--- src/rtl/tcc_pkg.sv ---
package tcc_pkg;

    // Byte codes that carry meaning in a meter telegram.
    localparam logic [7:0] BYTE_SLASH = 8'h2F;
    localparam logic [7:0] BYTE_BANG  = 8'h21;
    localparam logic [7:0] BYTE_LF    = 8'h0A;

    // Reflected CRC-16 polynomial, start value zero, no final XOR.
    localparam logic [15:0] CRC_POLY  = 16'hA001;
    localparam logic [15:0] CRC_INIT  = 16'h0000;

    // At most this many hex digits are taken after the '!' of a CRC line.
    localparam logic [2:0]  HEX_MAX_DIGITS = 3'd4;

    typedef logic [7:0]  byte_t;
    typedef logic [15:0] crc_t;

    // Per-line parser state.
    typedef struct packed {
        logic       at_line_start;
        logic       in_crc_line;
        crc_t       hex_value;
        logic [2:0] hex_digits_seen;
        logic       hex_stopped;
    } line_state_t;

    localparam line_state_t LINE_STATE_RESET = '{
        at_line_start:   1'b1,
        in_crc_line:     1'b0,
        hex_value:       16'h0000,
        hex_digits_seen: 3'd0,
        hex_stopped:     1'b0
    };

endpackage

--- src/rtl/tcc_line_parser.sv ---
module tcc_line_parser
(
    input  tcc_pkg::byte_t       data,
    input  tcc_pkg::line_state_t cur,
    output tcc_pkg::line_state_t nxt
);

    // Returns {is_hex, digit value}; upper and lower case letters both count.
    function automatic logic [4:0] hex_decode(input tcc_pkg::byte_t b);
        logic [4:0] r;
        r = 5'd0;
        if (b >= 8'h30 && b <= 8'h39)
        begin
            r = {1'b1, 4'(b - 8'h30)};
        end
        else if (b >= 8'h41 && b <= 8'h46)
        begin
            r = {1'b1, 4'(b - 8'h37)};
        end
        else if (b >= 8'h61 && b <= 8'h66)
        begin
            r = {1'b1, 4'(b - 8'h57)};
        end
        return r;
    endfunction

    logic [4:0] dec;

    assign dec = hex_decode(data);

    always_comb
    begin
        nxt = cur;
        if (cur.at_line_start)
        begin
            nxt.in_crc_line     = (data == tcc_pkg::BYTE_BANG);
            nxt.hex_value       = 16'h0000;
            nxt.hex_digits_seen = 3'd0;
            nxt.hex_stopped     = 1'b0;
            nxt.at_line_start   = 1'b0;
        end
        else if (cur.in_crc_line && !cur.hex_stopped
                 && cur.hex_digits_seen < tcc_pkg::HEX_MAX_DIGITS)
        begin
            if (!dec[4])
            begin
                nxt.hex_stopped = 1'b1;
            end
            else
            begin
                nxt.hex_value       = {cur.hex_value[11:0], dec[3:0]};
                nxt.hex_digits_seen = cur.hex_digits_seen + 3'd1;
            end
        end
        // A line feed closes the line; the next byte opens a new one.
        if (data == tcc_pkg::BYTE_LF)
        begin
            nxt.at_line_start = 1'b1;
        end
    end

endmodule

--- config.mk ---
export PLATFORM = sky130hd
export DESIGN_NAME = tcc_line_parser
export DESIGN_NICKNAME = d
export VERILOG_FILES = /design/src/rtl/tcc_pkg.sv /design/src/rtl/tcc_line_parser.sv
export SDC_FILE = /design/constraint.sdc
export NUM_CORES = 1
export LEC_CHECK = 0
export ABC_AREA = 0
export BUFFER_PORTS_ARGS = -buffer_cell sky130_fd_sc_hd__buf_2
export CORE_MARGIN = 8
export CORE_UTILIZATION = 44
export DETAILED_ROUTE_END_ITERATION = 10
export MAX_ROUTING_LAYER = met4
export PLACE_DENSITY = 0.86
export SYNTH_ARGS = -nofsm -noshare
export SYNTH_HDL_FRONTEND = slang
export SYNTH_SLANG_ARGS = --single-unit
--- constraint.sdc ---
create_clock -name vclk -period 6
set_input_delay 1.2 -clock vclk [all_inputs]
set_output_delay 1.2 -clock vclk [all_outputs]
set_load 0.05 [all_outputs]
# Yosys cells after proc, flatten, opt, wreduce, memory -nomap -nowiden
# Cells that the tools add are included.
# word_totals
romBits	0
word_cells	28
memories	0
register_bits	0
mem_bits_rw	0
latch_bits	0
output_inout_bits	22
# classes
n_mux	9
shift	0
n_addsub	4
bitwise_logic	0
eq_ne	2
div	0
n_reduce_logical	6
n_mul	0
n_lt_le_gt_ge	7
# ops
cell	count
two-way mux 20 bit	2
two-way mux 19 bit	1
>= comparator 8 x 7 -> 1 bit, second input constant	2
less-or-equal comparator 8 x 7 -> 1 bit, second input constant	2
two-way mux 5 bit	3
== test 8 x 4 -> 1 bit, second input constant	1
== test 8 x 6 -> 1 bit, second input constant	1
>= comparator 8 x 6 -> 1 bit, second input constant	1
less-or-equal comparator 8 x 6 -> 1 bit, second input constant	1
subtractor 4 x 3 -> 4 bit, second input constant	2
logical AND 1 bit	5
subtractor 4 x 1 -> 4 bit, second input constant	1
adder 3 x 1 -> 3 bit, second input constant	1
less-than comparator 3 bit, second input constant	1
two-way mux 1 bit	3
zero test 1 bit	1

# Depth between registers and ports, before layout
# depth
word_depth	8
depth_mapped	7

# Worst setup path after synthesis
# Ideal clock, no wire load.
# synth_path
kind	input to output
from	input port data[7]
to	output port nxt[6] (netlist name)
cell_stages	5
t_required_ns	4.800
t_arrival_ns	3.412
path_slack_ns	1.388
cell_sequence	or4b_1 > or4_4 > buf_6 > a31o_1 > a31oi_1
# synth_lines
item	line_no	source
start, declared	tcc_line_parser.sv:3	input tcc_pkg::byte_t data,
end, declared	tcc_line_parser.sv:5	output tcc_pkg::line_state_t nxt

==> impl_metrics.yaml <==
sta:
  rsz_0062_raised_after_global_routing: "no"
  slew_violations: 0
  max-slew-margin-rel: 0.4663
  worst_slew_pin_slew_ns: 0.7945
  finalCritPeriodShare: 0.7599
  final_period_minus_worst_setup_slack_ns: 4.559
  final_count_of_negative_setup_slack_endpoints: 0
  max_freq_ghz: 0.2193
  hold_viol_final: 0
  hold_ws_ns: 2.756
  setup_tns_ns: 0
floorplanning:
  die_h_um: 53.67
  core_region_area_sq_um: 1318
  std_cell_rows: 13
  chipWidth_um: 53.67
  die_area_sq_um: 2880
  start_util: 0.4739
  io_pins: 52
cts:
  cts_setup_buffers: 0
  cts-resized-gates: 0
  ctsHoldBuffers: 0
setup_path:
  critical_path.max_fanout: 8
  timing_worst_setup_path_type: "input pin to primary output"
  crit_path_start_kind: "input pin"
  cp_data_arrival_time_ns: 3.36
  timing.critical_path.from: "data[3]"
  required_time_worst_endpoint_ns: 4.80
  setup.worst_path.end_class: "primary output"
cells_and_area:
  final_net_count: 182
  drive_above_1_share: 0.3931
  antenna-diode-count: 0
  multi_input_comb_area_sq_um: 548.0
  n_clock_buffer: 0
  layout.filler_cells: 121
  register_area_sq_um: 0
  syn2layout_area_growth_pct: 41.48
  design.seq.count: 0
logic_synthesis:
  synth_warnings: 0
  postSynthNetCount: 134
  mappedNetlistArea_sq_um: 624.3
  ys_seq_area_frac: 0
  netlist-cell-type-count: 32
  syn_area_per_cell_sq_um: 6.307
  netlist_instances: 99
detailed_routing:
  drt-pass1-iter-count: 4
  drt-total-wl_um: 2279
  vias_per_cell: 5.781
  routedWlPerCell_um: 14.24
  detailedRoute.firstIterationViolations: 28
  routed-via-count: 925
  antenna_violating_nets_post_route: 0
  drc: 0
flow_run:
  max_cap_violations: 0
hold_path:
  worst_hold_path_type: "input pin to primary output"
  holdCritStartpoint: "data[5]"
grt:
  grt_util_all_layers: 0.1493
  grt_pass1_wl_um: 3539
  grt_max_degree: 24
  globalRouteOverflowTotal: 0
  grt_antenna_before_repair: 0
  first_global_vias: 811
power:
  peakVddDrop_mv: 0.04086
  power.density_cell_area_nw_per_um2: 81.79
  leakage_power_nw: 0.4675
placed_design:
  port_buffers: 52
  place.detailed.hpwl_um: 1824
  finalWeightedCongestion: 0.8913
status:
  result_of_the_run: "completed"
worst max-delay path: stages:
cell and delay, ns:
sky130_fd_sc_hd__buf_2 0.13, sky130_fd_sc_hd__or4b_1 0.54, sky130_fd_sc_hd__nor3_1 0.69, sky130_fd_sc_hd__buf_4 0.28, sky130_fd_sc_hd__o211ai_1 0.09, sky130_fd_sc_hd__a21oi_1 0.15, sky130_fd_sc_hd__buf_2 0.28
cells in the final DEF (no fill, tap or decap), types with 2 or more instances in the layout:
| cell | n |
|---|---|
| sky130_fd_sc_hd__a31o_1 | 2 |
| sky130_fd_sc_hd__buf_2 | 52 |
| sky130_fd_sc_hd__ha_1 | 5 |
| sky130_fd_sc_hd__a31oi_1 | 2 |
| sky130_fd_sc_hd__inv_1 | 9 |
| sky130_fd_sc_hd__or4_1 | 2 |
| sky130_fd_sc_hd__nand3_1 | 14 |
| sky130_fd_sc_hd__a21oi_1 | 19 |
| sky130_fd_sc_hd__nand2_1 | 2 |
| sky130_fd_sc_hd__o211ai_1 | 14 |
| sky130_fd_sc_hd__nor3_1 | 3 |
| sky130_fd_sc_hd__buf_4 | 3 |
synth_stat cells:
cell type,instances,share of area
sky130_fd_sc_hd__a31o_1,2,0.028
sky130_fd_sc_hd__o21bai_1,1,0.012
sky130_fd_sc_hd__a31oi_1,2,0.020
sky130_fd_sc_hd__or4b_1,1,0.016
sky130_fd_sc_hd__a211o_1,1,0.014
sky130_fd_sc_hd__buf_1,1,0.0060
sky130_fd_sc_hd__nand3_1,14,0.11
sky130_fd_sc_hd__ha_1,5,0.10
sky130_fd_sc_hd__inv_1,9,0.054
sky130_fd_sc_hd__or3_1,1,0.010
sky130_fd_sc_hd__or3b_2,1,0.014
sky130_fd_sc_hd__clkbuf_1,6,0.036
sky130_fd_sc_hd__nor3b_1,1,0.012
sky130_fd_sc_hd__or4_1,2,0.024
sky130_fd_sc_hd__o31a_1,1,0.014
sky130_fd_sc_hd__o21ai_0,1,0.0080
sky130_fd_sc_hd__o22ai_1,1,0.010
sky130_fd_sc_hd__nand2b_1,1,0.010
sky130_fd_sc_hd__o211ai_1,14,0.17
sky130_fd_sc_hd__buf_6,1,0.018
sky130_fd_sc_hd__nand4bb_1,1,0.018
sky130_fd_sc_hd__a21oi_1,19,0.15
sky130_fd_sc_hd__nand2_1,2,0.012
sky130_fd_sc_hd__and3_1,1,0.010
sky130_fd_sc_hd__or4_4,1,0.018
sky130_fd_sc_hd__buf_2,1,0.0080
sky130_fd_sc_hd__nor3_1,3,0.024
sky130_fd_sc_hd__nand4b_1,1,0.014
sky130_fd_sc_hd__a21o_1,1,0.012
sky130_fd_sc_hd__mux2i_1,1,0.016
sky130_fd_sc_hd__xnor2_1,1,0.014
sky130_fd_sc_hd__o2bb2ai_1,1,0.014
cell families after synthesis:
group	count (synthesis)	share of synthesized area
simple gates	30	0.2946
buf+inv	18	0.1222
fa+ha+maj	5	0.1002
mux	1	0.01603
xor+xnor	1	0.01403
compound gates	44	0.4529
routing by layer:
metal / GRT usage / part of all wire
met5: - / 0
met4: 0.008403 / 0.0035
met3: 0.01102 / 0.076
met2: 0.2490 / 0.49
met1: 0.1988 / 0.43
area by class of cell:
class	count	area share
timing repair buffer	55	0.3201
tap	15	0.02125
inverter	9	0.03824
multi-input combinational	81	0.6204
per-stage QoR:
stage / cells / utilization / total power, mW / cell area (sq um) / setup WS (ns)
6_report: 160 / 0.6705 / 0.07225 / 883.3 / 1.441
5_1_grt: 160 / 0.6705 / 0.07780 / 883.3 / 1.334
4_1_cts: 160 / 0.6705 / 0.07234 / 883.3 / 1.473
3_5_place_dp: 160 / 0.6705 / 0.07222 / 883.3 / 1.483
3_3_place_gp: 160 / 0.6705 / 0.07087 / 883.3 / 1.528
2_1_floorplan: 99 / - / 0.04773 / 624.3 / 1.388
power breakdown:
group	switching (mW)	internal [mW]	leakage, nW
registers	0	0	0
logic	0.0503	0.0219	0.467
clock network	0	0	0
total	0.0503	0.0219	0.467
final timing paths:
kind,to,slack (ns),cells past startpoint
min,nxt[21],2.76,3
max,nxt[15],1.44,7
No activity file was read; power rests on OpenSTA's default activity.
